**config.mk**
```make
export PLATFORM = sky130hd
export DESIGN_NAME = pzt_datapath
export DESIGN_NICKNAME = d
export VERILOG_FILES = /design/src/rtl/core/pzt_pkg.sv /design/src/rtl/core/pzt_datapath.sv
export SDC_FILE = /design/constraint.sdc
export NUM_CORES = 2
export LEC_CHECK = 0
export BUFFER_PORTS_ARGS = -buffer_cell sky130_fd_sc_hd__buf_2
export CORE_UTILIZATION = 35
export CTS_CLUSTER_DIAMETER = 50
export DETAILED_ROUTE_END_ITERATION = 8
export GPL_TIMING_DRIVEN = 0
export SETUP_SLACK_MARGIN = 0.15
export SYNTH_ARGS = -nofsm -noshare
export SYNTH_HDL_FRONTEND = slang
export SYNTH_SLANG_ARGS = --single-unit
```
**constraint.sdc**
```tcl
create_clock -name clk_i -period 14.7 [get_ports clk_i]
set_clock_uncertainty 0.2 [all_clocks]
set_input_delay 2.205 -clock clk_i [delete_from_list [all_inputs] [get_ports clk_i]]
set_output_delay 2.205 -clock clk_i [all_outputs]
set_load 0.01 [all_outputs]
```
**src/rtl/core/pzt_pkg.sv**
```systemverilog
package pzt_pkg;

  // fixed widths of the ports
  localparam int IN_COORD_W = 12;
  localparam int IDX_W      = 4;
  localparam int CFG_IDX_W  = 3;
  localparam int CFG_DATA_W = 48;
  localparam int LINE_BOX_W = 48;
  localparam int VCOUNT_W   = 5;
  localparam int KIND_W     = 2;
  localparam int SIDE_W     = 3;

  // item opcodes
  localparam logic OP_QUERY = 1'b0;
  localparam logic OP_WRITE = 1'b1;

  // zone kinds
  localparam logic [KIND_W-1:0] KIND_LINE     = 2'd0;
  localparam logic [KIND_W-1:0] KIND_LINE_ADV = 2'd1;
  localparam logic [KIND_W-1:0] KIND_RECT     = 2'd2;
  localparam logic [KIND_W-1:0] KIND_POLY     = 2'd3;

  // side selections
  localparam logic [SIDE_W-1:0] SIDE_LEFT    = 3'd0;
  localparam logic [SIDE_W-1:0] SIDE_RIGHT   = 3'd1;
  localparam logic [SIDE_W-1:0] SIDE_ABOVE   = 3'd2;
  localparam logic [SIDE_W-1:0] SIDE_BELOW   = 3'd3;
  localparam logic [SIDE_W-1:0] SIDE_INSIDE  = 3'd4;
  localparam logic [SIDE_W-1:0] SIDE_OUTSIDE = 3'd5;

  // configuration register indexes
  localparam logic [CFG_IDX_W-1:0] REG_ZONE_ENABLE  = 3'd0;
  localparam logic [CFG_IDX_W-1:0] REG_ZONE_KIND    = 3'd1;
  localparam logic [CFG_IDX_W-1:0] REG_SIDE_SELECT  = 3'd2;
  localparam logic [CFG_IDX_W-1:0] REG_ORIENT_VERT  = 3'd3;
  localparam logic [CFG_IDX_W-1:0] REG_LINE_BOX     = 3'd4;
  localparam logic [CFG_IDX_W-1:0] REG_VERTEX_COUNT = 3'd5;

  // work done by the shared multiplier pipe
  typedef enum logic [2:0] {
    STEP_IDLE,
    STEP_VLOAD,
    STEP_EDGE,
    STEP_LINE1,
    STEP_LINE2
  } step_e;

  typedef struct packed {
    logic  wr;
    logic  start;
    step_e step;
  } cmd_t;

endpackage

```
**src/rtl/core/pzt_datapath.sv**
```systemverilog
module pzt_datapath #(
  parameter int MAX_VERTICES = 16,
  parameter int COORD_BITS   = 12
) (
  input  logic                                 clk_i,
  input  logic                                 rst_ni,
  input  pzt_pkg::cmd_t                        cmd_i,
  input  logic [$clog2(MAX_VERTICES)-1:0]      rd_addr_i,
  input  logic [pzt_pkg::IDX_W-1:0]            vertex_index_i,
  input  logic [pzt_pkg::IN_COORD_W-1:0]       point_x_i,
  input  logic [pzt_pkg::IN_COORD_W-1:0]       point_y_i,
  input  logic                                 zone_enable_i,
  input  logic [pzt_pkg::KIND_W-1:0]           zone_kind_i,
  input  logic [pzt_pkg::SIDE_W-1:0]           side_select_i,
  input  logic                                 orientation_vertical_i,
  input  logic [pzt_pkg::LINE_BOX_W-1:0]       line_box_i,
  output logic                                 inside_o
);
  import pzt_pkg::*;

  localparam int CB  = COORD_BITS;
  localparam int PW  = (CB < IN_COORD_W) ? CB : IN_COORD_W;
  localparam int AW  = $clog2(MAX_VERTICES);
  localparam int XW  = (AW > IDX_W) ? AW : IDX_W;
  localparam int OW  = CB + 1;
  localparam int PRW = 2 * OW;
  localparam int DW  = PRW + 1;
  localparam int VW  = DW + 1;
  localparam int BXW = (4 * CB > LINE_BOX_W) ? 4 * CB : LINE_BOX_W;

  function automatic logic signed [OW-1:0] ext(input logic [CB-1:0] u);
    return {1'b0, u};
  endfunction

  logic [CB-1:0]     px_in, py_in;
  logic [CB-1:0]     px_q, py_q;
  logic [XW-1:0]     widx;
  logic              widx_ok;
  logic [2*CB-1:0]   mem_q [MAX_VERTICES];
  logic [2*CB-1:0]   rd_q;
  step_e             step1_q, step2_q;
  logic [CB-1:0]     ax, ay, bx, by;
  logic [CB-1:0]     bx_q, by_q;
  logic [BXW-1:0]    lb_ext;
  logic [CB-1:0]     x1, y1, x2, y2;
  logic signed [OW-1:0]  op1a, op1b, op2a, op2b;
  logic signed [PRW-1:0] prod1_q, prod2_q;
  logic              skip, onb, flip;
  logic              skip_q, onb_q, flip_q;
  logic signed [DW-1:0]  dd;
  logic signed [VW-1:0]  acc_q;
  logic              bnd_q, par_q;
  logic signed [OW-1:0]  dxs, dys, adx, ady;
  logic              in_rect, in_zone, side_ok;

  assign px_in  = CB'(point_x_i[PW-1:0]);
  assign py_in  = CB'(point_y_i[PW-1:0]);
  assign widx   = XW'(vertex_index_i);
  assign widx_ok = ({1'b0, widx} < (XW + 1)'(MAX_VERTICES));

  assign lb_ext = BXW'(line_box_i);
  assign x1 = lb_ext[0*CB +: CB];
  assign y1 = lb_ext[1*CB +: CB];
  assign x2 = lb_ext[2*CB +: CB];
  assign y2 = lb_ext[3*CB +: CB];

  // vertex table, one registered read port
  always_ff @(posedge clk_i) begin
    if (cmd_i.wr && widx_ok) begin
      mem_q[widx[AW-1:0]] <= {py_in, px_in};
    end
    rd_q <= mem_q[rd_addr_i];
  end

  // edge endpoints: a is the previous vertex, b the one just read
  assign ax = bx_q;
  assign ay = by_q;
  assign bx = rd_q[CB-1:0];
  assign by = rd_q[2*CB-1:CB];

  assign skip = (ay <= py_q && by <= py_q) || (ay > py_q && by > py_q) ||
                (ax < px_q && bx < px_q);
  assign onb  = (py_q == by) && ((px_q == bx) || ((py_q == ay) &&
                ((ax <= px_q && px_q <= bx) || (bx <= px_q && px_q <= ax))));
  assign flip = by < ay;

  always_comb begin
    op1a = '0;
    op1b = '0;
    op2a = '0;
    op2b = '0;
    case (step1_q)
      STEP_EDGE: begin
        op1a = ext(py_q) - ext(ay);
        op1b = ext(bx) - ext(ax);
        op2a = ext(px_q) - ext(ax);
        op2b = ext(by) - ext(ay);
      end
      STEP_LINE1: begin
        // A*x + B*y with B = -(x2-x1)
        op1a = ext(y2) - ext(y1);
        op1b = ext(px_q);
        op2a = ext(x2) - ext(x1);
        op2b = ext(py_q);
      end
      STEP_LINE2: begin
        op1a = ext(x2);
        op1b = ext(y1);
        op2a = ext(x1);
        op2b = ext(y2);
      end
      default: begin
      end
    endcase
  end

  assign dd = DW'(prod1_q) - DW'(prod2_q);

  always_ff @(posedge clk_i or negedge rst_ni) begin
    if (!rst_ni) begin
      step1_q <= STEP_IDLE;
      step2_q <= STEP_IDLE;
    end else begin
      step1_q <= cmd_i.step;
      step2_q <= step1_q;
    end
  end

  always_ff @(posedge clk_i) begin
    if (cmd_i.start) begin
      px_q  <= px_in;
      py_q  <= py_in;
      bnd_q <= 1'b0;
      par_q <= 1'b0;
      acc_q <= '0;
    end
    if (step1_q == STEP_VLOAD || step1_q == STEP_EDGE) begin
      bx_q <= bx;
      by_q <= by;
    end
    prod1_q <= PRW'(op1a) * PRW'(op1b);
    prod2_q <= PRW'(op2a) * PRW'(op2b);
    skip_q  <= skip;
    onb_q   <= onb;
    flip_q  <= flip;
    case (step2_q)
      STEP_EDGE: begin
        if (skip_q) begin
          if (onb_q) bnd_q <= 1'b1;
        end else if (dd == '0) begin
          bnd_q <= 1'b1;
        end else if (flip_q ? (dd < 0) : (dd > 0)) begin
          par_q <= ~par_q;
        end
      end
      STEP_LINE1: acc_q <= VW'(dd);
      STEP_LINE2: acc_q <= acc_q + VW'(dd);
      default: begin
      end
    endcase
  end

  assign dxs = ext(x2) - ext(x1);
  assign dys = ext(y2) - ext(y1);
  assign adx = (dxs < 0) ? -dxs : dxs;
  assign ady = (dys < 0) ? -dys : dys;

  assign in_rect = (x1 <= px_q) && (px_q < x2) && (y1 <= py_q) && (py_q < y2);

  always_comb begin
    in_zone = 1'b0;
    side_ok = 1'b0;
    case (zone_kind_i)
      KIND_LINE: begin
        if (orientation_vertical_i) begin
          if (side_select_i == SIDE_LEFT)  side_ok = px_q < x1;
          if (side_select_i == SIDE_RIGHT) side_ok = px_q > x1;
        end else begin
          if (side_select_i == SIDE_ABOVE) side_ok = py_q < x1;
          if (side_select_i == SIDE_BELOW) side_ok = py_q > x1;
        end
      end
      KIND_LINE_ADV: begin
        if (adx > ady) begin
          if (side_select_i == SIDE_ABOVE) side_ok = acc_q < 0;
          if (side_select_i == SIDE_BELOW) side_ok = acc_q > 0;
        end else begin
          if (side_select_i == SIDE_LEFT)  side_ok = acc_q > 0;
          if (side_select_i == SIDE_RIGHT) side_ok = acc_q < 0;
        end
      end
      default: begin
        in_zone = (zone_kind_i == KIND_RECT) ? in_rect : (bnd_q || par_q);
        if (side_select_i == SIDE_INSIDE)  side_ok = in_zone;
        if (side_select_i == SIDE_OUTSIDE) side_ok = !in_zone;
      end
    endcase
  end

  assign inside_o = zone_enable_i && side_ok;

endmodule

```
==> impl_metrics.ini <==
[outcome]
status = completed

[critical_path]
cp_slowest_cell = fa_1
slowest_delay_ps = 820
worstPathArrival_ps = 11890
worst_path_most_repeated_cell = fa_1
reg2reg_depth = 36
required_ps = 15000
path_max_fanout = 10
critPathLaunchType = input port
critPathCaptureType = register
critPathKind = input port to register

[cts]
cts_tree = yes
cts_sinks = 547
clk_pin_slew_ps = 60
cts-root-buf = clkbuf_16
post-cts-setup-buffers = 0
cts.repair.resized = 0
clk_path_buf_depth = 3
clk_latency_ps = 680
htreeDepth = 3
cts_buffers = 70
cts_hold_buf = 0

[route]
m1WireLength_um = 51300
vias = 28100
route.detailed.drc = 0
first_pass_iters = 6
highest_layer = met5
met3_length_um = 9510
drtAntennaViolNets = 0
routedWlPerCell_um = 22.5
drt_iter0_markers = 2406
drt-total-wl_um = 119000
dr_wl_met2_um = 54600
routed_via_density = 5.29

[worst_hold_path]
holdCritPathClass = register to register
hold_path_depth = 0

[floorplan]
die_h_um = 344
core_mm2 = 0.115
dieArea_mm2 = 0.118
num_rows = 124
start_util = 0.355
io_pins = 95
die_x_um = 344

[synthesis]
synth_area_leaders = edfxtp_1, fa_1, ha_1
ys_types = 81
synthCells = 3555
synth_seq_cells = 547
synth-edff-count = 460
synth-seq-area-share = 0.381
syn_nets = 4337
syn_area_per_cell_um2 = 11.5
ys_async_sr_fraction = 0.0110
synth_flop_cell = edfxtp_1
syn_area_mm2 = 0.0409
yosys_warnings = 0
synth_top_area_frac = 0.338
yosys.area.top_type = edfxtp_1

[cells_and_area]
num-nets-final = 4517
final_cell_area_mm2 = 0.0460
final_layout_size_suffix_gt1_frac = 0.103
fin_cells = 5305
area_growth_pct = 12.6

[pwr]
leakage_nw = 19.4
powerDensity_mw_per_mm2 = 142
peakVddDrop_uv = 134

[global_routing]
grt_pass1_wl_um = 181000
grt_overflow = 0
grt_antenna_before_repair = 23
grt_max_degree = 29
grt_pass1_vias = 29100
grt_usage = 0.208

[place]
dp_cells = 5174
io_buffers = 89
hpwl_um = 94700
placed_area_mm2 = 0.0436
place_congestion = 0.968

[flow_run]
drv_cap = 0

[timing]
hold_viol_final = 0
fin_crit_sh = 0.788
slew_headroom = 0.0278
rsz0062_at_grt = false
fmax_mhz = 86.3
worst_pin_slew_ps = 1460
hold_ws_ps = 237
period_needed_ps = 11590
slew_violations = 0
setup_tns_ps = 0
setup_violations = 0
-- where the power goes --
part           total [mW]  switching [mW]  internal, mW
Combinational        2.86            1.72          1.14
Sequential           1.91          0.0775          1.83
Clock                1.74           0.743          1.00
Total                6.51            2.54          3.97
-- synthesized netlist by cell type (15+ instances only) --
cell and number:
a21o_1 81, xnor2_1 112, fa_1 333, o21ai_0 134, nor3_1 46, nand3_1 26
nand2_1 257, ha_1 355, nor2b_1 48, edfxtp_1 460, and2_1 24, o21a_1 28
dfxtp_1 81, a22oi_1 15, xor2_1 55, nand4_1 27, inv_1 514, a21oi_1 146
clkbuf_1 74, nand2b_1 64, a21boi_0 16, mux4_2 120, nor2_1 280
-- cells in the final DEF (no fill, tap or decap), drive strengths merged, types with 9 or more instances in the layout --
| master | n |
|---|---|
| nand3 | 26 |
| nor3 | 46 |
| or3 | 12 |
| nand4 | 27 |
| and3 | 14 |
| nand2 | 257 |
| xnor2 | 112 |
| nand2b | 64 |
| mux2i | 12 |
| a31oi | 11 |
| nor2 | 280 |
| nor2b | 48 |
| clkbuf | 165 |
| dfxtp | 81 |
| inv | 527 |
| o21a | 28 |
| o21ai | 141 |
| a22o | 12 |
| buf | 122 |
| a211o | 9 |
| a21oi | 146 |
| clkinv | 21 |
| a22oi | 15 |
| mux4 | 120 |
| ha | 355 |
| o21bai | 11 |
| and2 | 24 |
| edfxtp | 460 |
| nor4 | 13 |
| a211oi | 13 |
| a21boi | 16 |
| fa | 333 |
| a21o | 82 |
| xor2 | 55 |
| a221oi | 9 |
| or2 | 12 |
-- layer usage --
layer  vias to the layer above  track usage
li1                      12700            -
met2                      1034        0.333
met5                         -            0
met1                     14100        0.278
met3                       235       0.0458
met4                        20       0.0681
-- critical path, delay by kind of cell --
kind / cells / cell delay, ps
adders and majority gates: 8 / 4000
and+or+nand+nor: 4 / 770
xor gates and xnor gates: 1 / 290
buffers and inverters: 4 / 990
AOI/OAI and AO/OA: 14 / 3620
-- stage by stage --
stage	util	setup slack (ps)	total power, mW
after floorplan	-	4250	4.01
after global placement	0.375	1960	4.73
after detailed placement	0.379	2510	4.76
after CTS	0.400	3180	6.53
after global routing	0.400	2470	6.95
final	0.400	3110	6.51
-- registers in the layout, summed over array words and instances, names as in the netlist --
| signal | flops |
|---|---|
| rd_q | 24 |
| step1_q | 3 |
| ax | 12 |
| skip_q | 1 |
| prod1_q | 26 |
| par_q | 1 |
| onb_q | 1 |
| flip_q | 1 |
| prod2_q | 26 |
| step2_q | 3 |
| px_q | 12 |
| ay | 12 |
| bnd_q | 1 |
| py_q | 12 |
| mem_q | 384 |
| acc_q | 28 |
-- logic make-up (layout without fill, tap and decap cells) --
logic type	count (synthesis)	after routing	synth area share
AO/OA/AOI/OAI	566	566	0.0893
XOR/XNOR	167	167	0.0358
adder cells (fa/ha/maj)	688	688	0.272
buffers and inverters	603	839	0.0556
flip-flops	547	547	0.381
multiplexers	134	134	0.0696
other	0	2	0
AND/OR/NAND/NOR	850	850	0.0965
-- final timing paths --
kind	startpoint	slack, ps	to
setup / recovery	line_box_i[1]	3110	prod2_q[25]$_DFF_P_
hold / removal	rd_q[0]$_DFF_P_	240	ax[0]$_DFFE_PP_
setup reg to reg	py_q[0]$_DFFE_PP_	4840	prod1_q[25]$_DFF_P_
hold reg to reg	rd_q[0]$_DFF_P_	240	ax[0]$_DFFE_PP_
max in group asynchronous	rst_ni	12980	step1_q[1]$_DFF_PN0_
min in group asynchronous	rst_ni	1180	step2_q[1]$_DFF_PN0_
-- layout make-up --
cell class | instances | area (um^2)
timing repair buffer | 108 | 708
fill | 11100 | 69100
buffer | 89 | 343
multi-input combinational | 2405 | 23100
clock buffer | 90 | 1900
sequential | 547 | 15600
clock inverter | 38 | 512
inverter | 514 | 1930
tap | 1512 | 1890
antenna | 2 | 5.00
(Power assumes the default switching activity.)
